**config.mk**
```make
export PLATFORM = sky130hd
export DESIGN_NAME = fixed_block_pool_allocator_top
export DESIGN_NICKNAME = d
export VERILOG_FILES = /design/src/design/fbpa_pkg.sv /design/src/design/fixed_block_pool_allocator_top.sv /design/src/design/fbpa_ctrl.sv /design/src/design/fbpa_dp.sv
export SDC_FILE = /design/constraint.sdc
export NUM_CORES = 2
export LEC_CHECK = 0
export ABC_AREA = 1
export BUFFER_PORTS_ARGS = -buffer_cell sky130_fd_sc_hd__clkbuf_2
export CAP_MARGIN = 20
export CORE_AREA = 2 2 430 432
export CTS_CLUSTER_SIZE = 28
export DETAILED_ROUTE_END_ITERATION = 16
export DIE_AREA = 0 0 432 434
export PLACE_DENSITY = 0.76
export SLEW_MARGIN = 20
export SYNTH_ARGS = -nofsm -noshare
export SYNTH_HDL_FRONTEND = slang
export SYNTH_SLANG_ARGS = --single-unit
```
**constraint.sdc**
```tcl
create_clock -name clk -period 14.5 [get_ports clk]
set_input_delay 0.725 -clock clk [delete_from_list [all_inputs] [get_ports clk]]
set_output_delay 0.725 -clock clk [all_outputs]
set_load 0.02 [all_outputs]
```
**src/design/fbpa_pkg.sv**
```systemverilog
`timescale 1ns / 1ps
`default_nettype none

package fbpa_pkg;

  // fixed widths of the register and item fields
  localparam int ADDR_W   = 32;
  localparam int BSIZE_W  = 16;
  localparam int ALIGN_W  = 4;
  localparam int COUNT_W  = 9;
  localparam int SIZE_W   = 17;
  localparam int PROD_W   = 2 * SIZE_W;
  localparam int CALC_W   = 64;
  localparam int Q_W      = COUNT_W;
  localparam int DIVD_W   = COUNT_W + SIZE_W;
  localparam int DCNT_W   = 4;
  localparam int PADDR_W  = 4;
  localparam int PDATA_W  = 32;

  localparam logic [ADDR_W-1:0]  POOL_BASE_RST   = 32'd0;
  localparam logic [BSIZE_W-1:0] BLOCK_SIZE_RST  = 16'd8;
  localparam logic [ALIGN_W-1:0] ALIGN_LOG2_RST  = 4'd3;
  localparam logic [COUNT_W-1:0] BLOCK_COUNT_RST = 9'd256;

  typedef enum logic [1:0] {
    OP_ALLOC = 2'd0,
    OP_FREE  = 2'd1,
    OP_INIT  = 2'd2,
    OP_SHUT  = 2'd3
  } op_t;

  typedef enum logic [2:0] {
    ST_OK       = 3'd0,
    ST_EMPTY    = 3'd1,
    ST_NOT_INIT = 3'd2,
    ST_BAD_ADDR = 3'd3,
    ST_BAD_CFG  = 3'd4,
    ST_ALREADY  = 3'd5
  } status_t;

  typedef enum logic [1:0] {
    REG_POOL_BASE   = 2'd0,
    REG_BLOCK_SIZE  = 2'd1,
    REG_ALIGN_LOG2  = 2'd2,
    REG_BLOCK_COUNT = 2'd3
  } reg_idx_t;

  typedef struct packed {
    op_t               operation;
    logic [ADDR_W-1:0] block_address;
  } in_item_t;

  typedef struct packed {
    logic [ADDR_W-1:0] result_address;
    status_t           status;
  } out_item_t;

  typedef struct packed {
    logic    capture;
    logic    set_res;
    status_t status;
    logic    res_alloc;
    logic    pop;
    logic    push;
    logic    div_load;
    logic    div_step;
    logic    sweep_clr;
    logic    sweep_step;
    logic    init_done;
    logic    shut;
    logic    post;
  } dp_cmd_t;

  typedef struct packed {
    op_t  op;
    logic ready;
    logic head_nil;
    logic cfg_bad;
    logic size_zero;
    logic out_of_range;
    logic div_last;
    logic sweep_last;
    logic free_bad;
  } dp_stat_t;

endpackage

`default_nettype wire

```
**src/design/fixed_block_pool_allocator_top.sv**
```systemverilog
`timescale 1ns / 1ps
`default_nettype none

// Allocate, free (9-step restoring divider), initialize (one link written per cycle)
// and shutdown each post one result. Shutdown and requests rejected at decode go
// straight from decode to posting, as does a free outside the pool once checked.
// One request in flight; the next is accepted in the cycle after the result is posted.
// Reset (rst_n low, synchronous) restores register defaults and an empty, uninitialized pool.
module fixed_block_pool_allocator_top #(
  parameter int MAX_BLOCKS      = 256,
  parameter int ADDRESS_WIDTH   = 32,
  parameter int MIN_BLOCK_BYTES = 8
) (
  input  wire logic                         clk,
  input  wire logic                         rst_n,
  input  wire logic                         in_valid,
  output logic                              in_ready,
  input  wire fbpa_pkg::in_item_t           in_data,
  output logic                              out_valid,
  input  wire logic                         out_ready,
  output fbpa_pkg::out_item_t               out_data,
  input  wire logic                         psel,
  input  wire logic                         penable,
  input  wire logic                         pwrite,
  input  wire logic [fbpa_pkg::PADDR_W-1:0] paddr,
  input  wire logic [fbpa_pkg::PDATA_W-1:0] pwdata,
  output logic      [fbpa_pkg::PDATA_W-1:0] prdata,
  output logic                              pready
);
  import fbpa_pkg::*;

  dp_cmd_t  cmd;
  dp_stat_t stat;

  fbpa_ctrl u_ctrl (
    .clk       (clk),
    .rst_n     (rst_n),
    .in_valid  (in_valid),
    .in_ready  (in_ready),
    .out_valid (out_valid),
    .out_ready (out_ready),
    .stat      (stat),
    .cmd       (cmd)
  );

  fbpa_dp #(
    .MAX_BLOCKS      (MAX_BLOCKS),
    .ADDRESS_WIDTH   (ADDRESS_WIDTH),
    .MIN_BLOCK_BYTES (MIN_BLOCK_BYTES)
  ) u_dp (
    .clk      (clk),
    .rst_n    (rst_n),
    .cmd      (cmd),
    .stat     (stat),
    .in_data  (in_data),
    .out_data (out_data),
    .psel     (psel),
    .penable  (penable),
    .pwrite   (pwrite),
    .paddr    (paddr),
    .pwdata   (pwdata),
    .prdata   (prdata),
    .pready   (pready)
  );

endmodule

`default_nettype wire

```
**src/design/fbpa_ctrl.sv**
```systemverilog
`timescale 1ns / 1ps
`default_nettype none

module fbpa_ctrl (
  input  wire logic               clk,
  input  wire logic               rst_n,
  input  wire logic               in_valid,
  output logic                    in_ready,
  output logic                    out_valid,
  input  wire logic               out_ready,
  input  wire fbpa_pkg::dp_stat_t stat,
  output fbpa_pkg::dp_cmd_t       cmd
);
  import fbpa_pkg::*;

  typedef enum logic [7:0] {
    S_IDLE     = 8'b0000_0001,
    S_DECODE   = 8'b0000_0010,
    S_ALLOC    = 8'b0000_0100,
    S_FREE_CHK = 8'b0000_1000,
    S_FREE_DIV = 8'b0001_0000,
    S_FREE_END = 8'b0010_0000,
    S_SWEEP    = 8'b0100_0000,
    S_POST     = 8'b1000_0000
  } state_t;

  state_t state_r, state_nxt;
  logic   out_valid_r, out_valid_nxt;

  always_comb begin
    cmd       = '0;
    cmd.status = ST_OK;
    in_ready  = 1'b0;
    state_nxt = state_r;
    case (state_r)
      S_IDLE: begin
        in_ready = 1'b1;
        if (in_valid) begin
          cmd.capture = 1'b1;
          state_nxt   = S_DECODE;
        end
      end
      S_DECODE: begin
        state_nxt = S_POST;
        case (stat.op)
          OP_ALLOC: begin
            if (!stat.ready) begin
              cmd.set_res = 1'b1;
              cmd.status  = ST_NOT_INIT;
            end else if (stat.head_nil) begin
              cmd.set_res = 1'b1;
              cmd.status  = ST_EMPTY;
            end else begin
              state_nxt = S_ALLOC;
            end
          end
          OP_FREE: begin
            if (!stat.ready) begin
              cmd.set_res = 1'b1;
              cmd.status  = ST_NOT_INIT;
            end else if (stat.size_zero) begin
              cmd.set_res = 1'b1;
              cmd.status  = ST_BAD_ADDR;
            end else begin
              state_nxt = S_FREE_CHK;
            end
          end
          OP_INIT: begin
            if (stat.ready) begin
              cmd.set_res = 1'b1;
              cmd.status  = ST_ALREADY;
            end else if (stat.cfg_bad) begin
              cmd.set_res = 1'b1;
              cmd.status  = ST_BAD_CFG;
            end else begin
              cmd.sweep_clr = 1'b1;
              state_nxt     = S_SWEEP;
            end
          end
          OP_SHUT: begin
            cmd.set_res = 1'b1;
            if (!stat.ready) begin
              cmd.status = ST_NOT_INIT;
            end else begin
              cmd.shut   = 1'b1;
              cmd.status = ST_OK;
            end
          end
          default: state_nxt = S_IDLE;
        endcase
      end
      S_ALLOC: begin
        cmd.pop       = 1'b1;
        cmd.set_res   = 1'b1;
        cmd.res_alloc = 1'b1;
        cmd.status    = ST_OK;
        state_nxt     = S_POST;
      end
      S_FREE_CHK: begin
        if (stat.out_of_range) begin
          cmd.set_res = 1'b1;
          cmd.status  = ST_BAD_ADDR;
          state_nxt   = S_POST;
        end else begin
          cmd.div_load = 1'b1;
          state_nxt    = S_FREE_DIV;
        end
      end
      S_FREE_DIV: begin
        cmd.div_step = 1'b1;
        if (stat.div_last) begin
          state_nxt = S_FREE_END;
        end
      end
      S_FREE_END: begin
        cmd.set_res = 1'b1;
        state_nxt   = S_POST;
        if (stat.free_bad) begin
          cmd.status = ST_BAD_ADDR;
        end else begin
          cmd.push   = 1'b1;
          cmd.status = ST_OK;
        end
      end
      S_SWEEP: begin
        cmd.sweep_step = 1'b1;
        if (stat.sweep_last) begin
          cmd.init_done = 1'b1;
          cmd.set_res   = 1'b1;
          cmd.status    = ST_OK;
          state_nxt     = S_POST;
        end
      end
      S_POST: begin
        // wait until the output register is free
        if (!out_valid_r || out_ready) begin
          cmd.post  = 1'b1;
          state_nxt = S_IDLE;
        end
      end
      default: state_nxt = S_IDLE;
    endcase
  end

  always_comb begin
    if (cmd.post) begin
      out_valid_nxt = 1'b1;
    end else if (out_ready) begin
      out_valid_nxt = 1'b0;
    end else begin
      out_valid_nxt = out_valid_r;
    end
  end

  always_ff @(posedge clk) begin
    if (!rst_n) begin
      state_r     <= S_IDLE;
      out_valid_r <= 1'b0;
    end else begin
      state_r     <= state_nxt;
      out_valid_r <= out_valid_nxt;
    end
  end

  assign out_valid = out_valid_r;

`ifndef ASSERT_OFF
  a_accept_decode: assert property (@(posedge clk) disable iff (!rst_n)
    (in_valid && in_ready) |=> (state_r == S_DECODE))
    else $error("accepted request did not enter decode");

  a_post_no_overwrite: assert property (@(posedge clk) disable iff (!rst_n)
    cmd.post |-> (!out_valid_r || out_ready))
    else $error("result posted over a pending result");

  a_div_runs: assert property (@(posedge clk) disable iff (!rst_n)
    (state_r == S_FREE_DIV && !stat.div_last) |=> (state_r == S_FREE_DIV))
    else $error("divider left before its last step");
`endif

endmodule

`default_nettype wire

```
**src/design/fbpa_dp.sv**
```systemverilog
`timescale 1ns / 1ps
`default_nettype none

module fbpa_dp #(
  parameter int MAX_BLOCKS      = 256,
  parameter int ADDRESS_WIDTH   = 32,
  parameter int MIN_BLOCK_BYTES = 8
) (
  input  wire logic                            clk,
  input  wire logic                            rst_n,
  input  wire fbpa_pkg::dp_cmd_t               cmd,
  output fbpa_pkg::dp_stat_t                   stat,
  input  wire fbpa_pkg::in_item_t              in_data,
  output fbpa_pkg::out_item_t                  out_data,
  input  wire logic                            psel,
  input  wire logic                            penable,
  input  wire logic                            pwrite,
  input  wire logic [fbpa_pkg::PADDR_W-1:0]    paddr,
  input  wire logic [fbpa_pkg::PDATA_W-1:0]    pwdata,
  output logic      [fbpa_pkg::PDATA_W-1:0]    prdata,
  output logic                                 pready
);
  import fbpa_pkg::*;

  localparam int IW  = $clog2(MAX_BLOCKS + 1);
  localparam int AIW = (MAX_BLOCKS > 1) ? $clog2(MAX_BLOCKS) : 1;
  localparam int AW  = ADDRESS_WIDTH;

  localparam logic [IW-1:0]     NIL     = IW'(MAX_BLOCKS);
  localparam logic [SIZE_W-1:0] MAX_LIM = SIZE_W'(MAX_BLOCKS);
  localparam logic [SIZE_W-1:0] MIN_LIM = SIZE_W'(MIN_BLOCK_BYTES);

  // configuration registers
  logic [ADDR_W-1:0]  pool_base_r;
  logic [BSIZE_W-1:0] block_size_r;
  logic [ALIGN_W-1:0] align_log2_r;
  logic [COUNT_W-1:0] block_count_r;
  logic               wr_en;

  assign pready = 1'b1;
  assign wr_en  = psel && penable && pwrite && pready;

  always_ff @(posedge clk) begin
    if (!rst_n) begin
      pool_base_r   <= POOL_BASE_RST;
      block_size_r  <= BLOCK_SIZE_RST;
      align_log2_r  <= ALIGN_LOG2_RST;
      block_count_r <= BLOCK_COUNT_RST;
    end else if (wr_en) begin
      case (reg_idx_t'(paddr[3:2]))
        REG_POOL_BASE:   pool_base_r   <= pwdata[ADDR_W-1:0];
        REG_BLOCK_SIZE:  block_size_r  <= pwdata[BSIZE_W-1:0];
        REG_ALIGN_LOG2:  align_log2_r  <= pwdata[ALIGN_W-1:0];
        REG_BLOCK_COUNT: block_count_r <= pwdata[COUNT_W-1:0];
        default: ;
      endcase
    end
  end

  always_comb begin
    case (reg_idx_t'(paddr[3:2]))
      REG_POOL_BASE:   prdata = PDATA_W'(pool_base_r);
      REG_BLOCK_SIZE:  prdata = PDATA_W'(block_size_r);
      REG_ALIGN_LOG2:  prdata = PDATA_W'(align_log2_r);
      REG_BLOCK_COUNT: prdata = PDATA_W'(block_count_r);
      default:         prdata = '0;
    endcase
  end

  // captured request
  op_t               op_r;
  logic [ADDR_W-1:0] addr_r;

  always_ff @(posedge clk) begin
    if (cmd.capture) begin
      op_r   <= in_data.operation;
      addr_r <= in_data.block_address;
    end
  end

  // pool state
  logic [IW-1:0]     head_r, head_nxt;
  logic              ready_r, ready_nxt;
  logic [SIZE_W-1:0] size_r, size_nxt;

  // effective block size from the live config
  logic [SIZE_W-1:0] align, amask, bsz, eff;
  logic              cfg_bad;

  always_comb begin
    align = SIZE_W'(1) << align_log2_r;
    amask = align - SIZE_W'(1);
    bsz   = SIZE_W'(block_size_r);
    if (align < bsz) begin
      eff = (bsz + amask) & ~amask;
    end else if (align > bsz) begin
      eff = align;
    end else begin
      eff = bsz;
    end
    cfg_bad = (block_size_r == '0) || (block_count_r == '0) ||
              (SIZE_W'(block_count_r) > MAX_LIM) || (eff < MIN_LIM);
  end

  // shared multiplier: index * size for allocate, count * size for the free bound
  logic [SIZE_W-1:0] mul_a;
  logic [PROD_W-1:0] prod_r, prod_nxt;
  logic [AW-1:0]     off_r;
  logic [CALC_W-1:0] sum, diff;
  logic [AW-1:0]     sum_aw, diff_aw;
  logic [ADDR_W-1:0] alloc_addr;

  assign mul_a    = (op_r == OP_ALLOC) ? SIZE_W'(head_r) : SIZE_W'(block_count_r);
  assign prod_nxt = mul_a * size_r;
  assign sum      = CALC_W'(pool_base_r) + CALC_W'(prod_r);
  assign sum_aw   = sum[AW-1:0];
  assign alloc_addr = ADDR_W'(sum_aw);
  assign diff     = CALC_W'(addr_r) - CALC_W'(pool_base_r);
  assign diff_aw  = diff[AW-1:0];

  always_ff @(posedge clk) begin
    prod_r <= prod_nxt;
    off_r  <= diff_aw;
  end

  // restoring divider, one quotient bit a cycle
  logic [DIVD_W-1:0] rem_r, dvs_r;
  logic [Q_W-1:0]    q_r;
  logic [DCNT_W-1:0] div_cnt_r;
  logic              ge;

  assign ge = rem_r >= dvs_r;

  always_ff @(posedge clk) begin
    if (cmd.div_load) begin
      rem_r     <= DIVD_W'(off_r);
      dvs_r     <= DIVD_W'(size_r) << (Q_W - 1);
      q_r       <= '0;
      div_cnt_r <= DCNT_W'(Q_W - 1);
    end else if (cmd.div_step) begin
      if (ge) begin
        rem_r <= rem_r - dvs_r;
      end
      dvs_r     <= dvs_r >> 1;
      q_r       <= {q_r[Q_W-2:0], ge};
      div_cnt_r <= div_cnt_r - DCNT_W'(1);
    end
  end

  // init sweep
  logic [IW-1:0]     sweep_r;
  logic [SIZE_W-1:0] sweep_inc;
  logic              sweep_last;

  assign sweep_inc  = SIZE_W'(sweep_r) + SIZE_W'(1);
  assign sweep_last = sweep_inc == SIZE_W'(block_count_r);

  always_ff @(posedge clk) begin
    if (cmd.sweep_clr) begin
      sweep_r <= '0;
    end else if (cmd.sweep_step) begin
      sweep_r <= IW'(sweep_inc);
    end
  end

  // link store
  logic [IW-1:0]  link_mem [MAX_BLOCKS];
  logic [IW-1:0]  rd_data_r;
  logic           mem_we;
  logic [AIW-1:0] mem_waddr;
  logic [IW-1:0]  mem_wdata;

  assign mem_we    = cmd.sweep_step || cmd.push;
  assign mem_waddr = cmd.sweep_step ? sweep_r[AIW-1:0] : AIW'(q_r);
  assign mem_wdata = cmd.sweep_step ? (sweep_last ? NIL : IW'(sweep_inc)) : head_r;

  always_ff @(posedge clk) begin
    if (mem_we) begin
      link_mem[mem_waddr] <= mem_wdata;
    end
    rd_data_r <= link_mem[head_r[AIW-1:0]];
  end

  always_comb begin
    head_nxt  = head_r;
    ready_nxt = ready_r;
    size_nxt  = size_r;
    if (cmd.pop) begin
      head_nxt = rd_data_r;
    end else if (cmd.push) begin
      head_nxt = IW'(q_r);
    end else if (cmd.init_done) begin
      head_nxt  = '0;
      ready_nxt = 1'b1;
      size_nxt  = eff;
    end else if (cmd.shut) begin
      head_nxt  = NIL;
      ready_nxt = 1'b0;
    end
  end

  always_ff @(posedge clk) begin
    if (!rst_n) begin
      head_r  <= NIL;
      ready_r <= 1'b0;
      size_r  <= '0;
    end else begin
      head_r  <= head_nxt;
      ready_r <= ready_nxt;
      size_r  <= size_nxt;
    end
  end

  // result and output registers
  status_t           res_status_r;
  logic [ADDR_W-1:0] res_addr_r;
  out_item_t         out_data_r;

  always_ff @(posedge clk) begin
    if (cmd.set_res) begin
      res_status_r <= cmd.status;
      res_addr_r   <= (cmd.res_alloc && cmd.status == ST_OK) ? alloc_addr : '0;
    end
    if (cmd.post) begin
      out_data_r.result_address <= res_addr_r;
      out_data_r.status         <= res_status_r;
    end
  end

  assign out_data = out_data_r;

  always_comb begin
    stat.op           = op_r;
    stat.ready        = ready_r;
    stat.head_nil     = head_r == NIL;
    stat.cfg_bad      = cfg_bad;
    stat.size_zero    = size_r == '0;
    stat.out_of_range = CALC_W'(off_r) >= CALC_W'(prod_r);
    stat.div_last     = div_cnt_r == '0;
    stat.sweep_last   = sweep_last;
    stat.free_bad     = (rem_r != '0) || (SIZE_W'(q_r) >= MAX_LIM);
  end

`ifndef ASSERT_OFF
  a_pop_nonempty: assert property (@(posedge clk) disable iff (!rst_n)
    cmd.pop |-> (ready_r && head_r != NIL))
    else $error("pop from an empty or idle pool");

  a_shut_empties: assert property (@(posedge clk) disable iff (!rst_n)
    $fell(ready_r) |-> (head_r == NIL))
    else $error("pool left ready state with a live free list");

  a_fail_zero_addr: assert property (@(posedge clk) disable iff (!rst_n)
    (cmd.set_res && cmd.status != ST_OK) |=> (res_addr_r == '0))
    else $error("failed request carries a nonzero address");
`endif

endmodule

`default_nettype wire
```
==> metrics.yaml <==
layout_common_cells: "edfxtp_1 (2451), nor2_1 (1703), o21ai_0 (1357)"
max_stage_delay_ps: 680
final_common_cell: "edfxtp_1"
drv_cap: 0
area_growth_pct: 9.819
worstSetupStartpointType: "flop"
dr.first_iter.drc_count: 11470
overflow: 0
cp_top_family: "adder cells"
hpwl_mm: 185.1
path_buf_inv: 4
final.min_clock_period_ps: 6519
async_flop_share_pct: 0
antenna_left: 0
die_x_um: 432
drive_gt1_share_pct: 7.137
rows: 157
postCtsResizedCells: 0
fin_area_um2: 125800
synth_warnings: 0
grt_pass1_vias: 75960
crit_arrival_ps: 7290
cts_htree_levels: 5
synth.distinct_cells: 66
fin_util_pct: 68.92
synth_fp_nets: 10140
worstSetupPathType: "flop to flop"
dr_total_vias: 80050
tns_ps: 0
post-route-period-util_pct: 44.96
cp_cell_sequence: "inv_8 > nand2_1 > o21ai_0 > inv_1 > nand2_1 > fa_1 > fa_1 > fa_1 > fa_1 > inv_1 > ha_1 > nand2_1 > nand2_1 > nor2_1 > inv_1 > nand3_1 > o2111ai_1 > a31oi_1 > o21ai_0 > a21boi_0 > o21ai_0 > xor2_1"
clk_pin_slew_ps: 60
die_area_um2: 187500
slew_headroom_pct: 18.77
multiInputGateArea_um2: 32830
ys.flop_type: "edfxtp_1"
clock_sinks: 2647
dp_slack_ps: 8112
via_per_inst: 6.510
port-buffer-count: 143
placed_area_um2: 117000
antenna_found_initial: 9
final_nets: 10100
cp_data_required_time_ps: 15270
seqCellArea_um2: 77540
cp_max_fo: 100
grt_pass1_wl_mm: 462.9
grt_usage_pct: 32.94
wl_per_cell_um: 25.57
synth_edf_count: 2451
drcViolationCount: 0
ios: 147
cpMaxStageDelayCell: "dfxtp_4"
numCtsBuffers: 278
p_per_area_nw_per_um2: 128.4
core_um2: 182500
initial_utilization_pct: 62.76
die_y_um: 434
worst_slew_pin_slew_ps: 1218
clock_path_buffers: 4
rsz0062_at_grt: "false"
syn_avg_cell_area_um2: 11.74
status: "finished, final reports clean"
first_pass_iters: 8
layout_setup_ws_ps: 7981
syn_inst: 9759
skew_ps: 80.80
cts_root_buf: "clkbuf_16"
hold_class: "input pin to flop"
end_kind: "flop"
place_inst: 11790
hold_ws_ps: 35.59
syn_area_um2: 114500
max_freq_mhz: 153.4
leakage_nw: 41.95
grt_max_degree: 233
nFillCells: 12360
ir_worst_vdd_mv: 0.1321
ys_ff_latch: 2647
hold_violations: 0
clkLatencyLatePin_ps: 940
finalPower_mw: 16.15
wl_mm: 314.5
fin_cells: 12300
place.gp.congestion: 0.9450
seq_area_frac_synth_pct: 67.69
setup_viol: 0
slew_viol_final: 0
cts_tree: "done"
power breakdown:
group	total, mW	switching (mW)	internal, mW
Sequential	8.46	0.0951	8.37
Combinational	0.927	0.644	0.283
Clock	6.77	2.84	3.93
Total	16.2	3.58	12.6
path summary, 6_finish.rpt:
path	endpoint	slack (ps)	cells after the start	start
hold reg to reg	u_dp.out_data[19]$_DFFE_PP_	420	0	u_dp.res_addr_r[16]$_SDFFCE_PN0P_
setup reg to reg	u_dp.prod_r[26]$_DFF_P_	7980	22	u_dp.head_r[0]$_SDFFE_PN0P_
setup / recovery	u_dp.prod_r[26]$_DFF_P_	7980	22	u_dp.head_r[0]$_SDFFE_PN0P_
hold / removal	u_dp.addr_r[28]$_DFFE_PP_	40	1	in_data[28]
registers in the layout, indices dropped and copies added (netlist names), 16 cells and up:
register / flops
u_dp.link_mem: 2304
u_dp.out_data: 35
u_dp.addr_r: 32
u_dp.off_r: 32
u_dp.pool_base_r: 32
u_dp.res_addr_r: 32
u_dp.prod_r: 28
u_dp.rem_r: 26
u_dp.dvs_r: 25
u_dp.size_r: 17
u_dp.block_size_r: 16
final cells by class:
class | count | share of cell area [%]
antenna | 6 | 0.01194
clock inverter | 123 | 0.8048
inverter | 501 | 1.514
clock buffer | 350 | 5.929
multi-input combinational | 6004 | 26.10
sequential | 2647 | 61.65
timing repair buffer | 281 | 1.617
tap | 2385 | 2.373
per-layer routing:
metal | part of all wire [%] | vias to the layer above | track usage [%]
met5 | 0.023 | - | 0
met4 | 5.9 | 10 | 17.66
met3 | 11 | 962 | 6.393
met2 | 47 | 4935 | 52.71
met1 | 36 | 38790 | 42.97
li1 | - | 35360 | -
what timing repair did:
action                                 in CTS  in global routing
setup buffers                               0                  0
hold buffers                               24                  0
endpoints found under the hold margin      24                  0
synth_stat cells, types with 39 or more instances:
| library cell | count | share of area [%] |
|---|---|---|
| a21oi_1 | 338 | 1.5 |
| buf_2 | 122 | 0.53 |
| clkbuf_1 | 445 | 1.5 |
| dfxtp_1 | 196 | 3.4 |
| edfxtp_1 | 2451 | 64 |
| fa_1 | 110 | 1.9 |
| ha_1 | 197 | 2.2 |
| inv_1 | 484 | 1.6 |
| nand2_1 | 816 | 2.7 |
| nand3_1 | 359 | 1.6 |
| nand4_1 | 101 | 0.55 |
| nor2_1 | 1708 | 5.6 |
| o211ai_1 | 76 | 0.50 |
| o21ai_0 | 1358 | 5.9 |
| o221ai_1 | 232 | 1.8 |
| o22ai_1 | 365 | 2.0 |
| xnor2_1 | 39 | 0.30 |
| xor2_1 | 60 | 0.46 |
cells by family (layout without fill, tap and decap cells):
kind of cell             count (synthesis)  count (layout)  share of synthesized area, %
flip-flops                            2647            2647                         67.69
XOR/XNOR                               100             100                        0.7713
other                                    2               8                      0.006557
AO/OA/AOI/OAI                         2507            2507                         12.59
AND/OR/NAND/NOR                       3088            3088                         11.06
buffers and inverters                 1108            1255                         3.810
adder cells (fa/ha/maj)                307             307                         4.075
No activity file was read; power rests on OpenSTA's default activity.
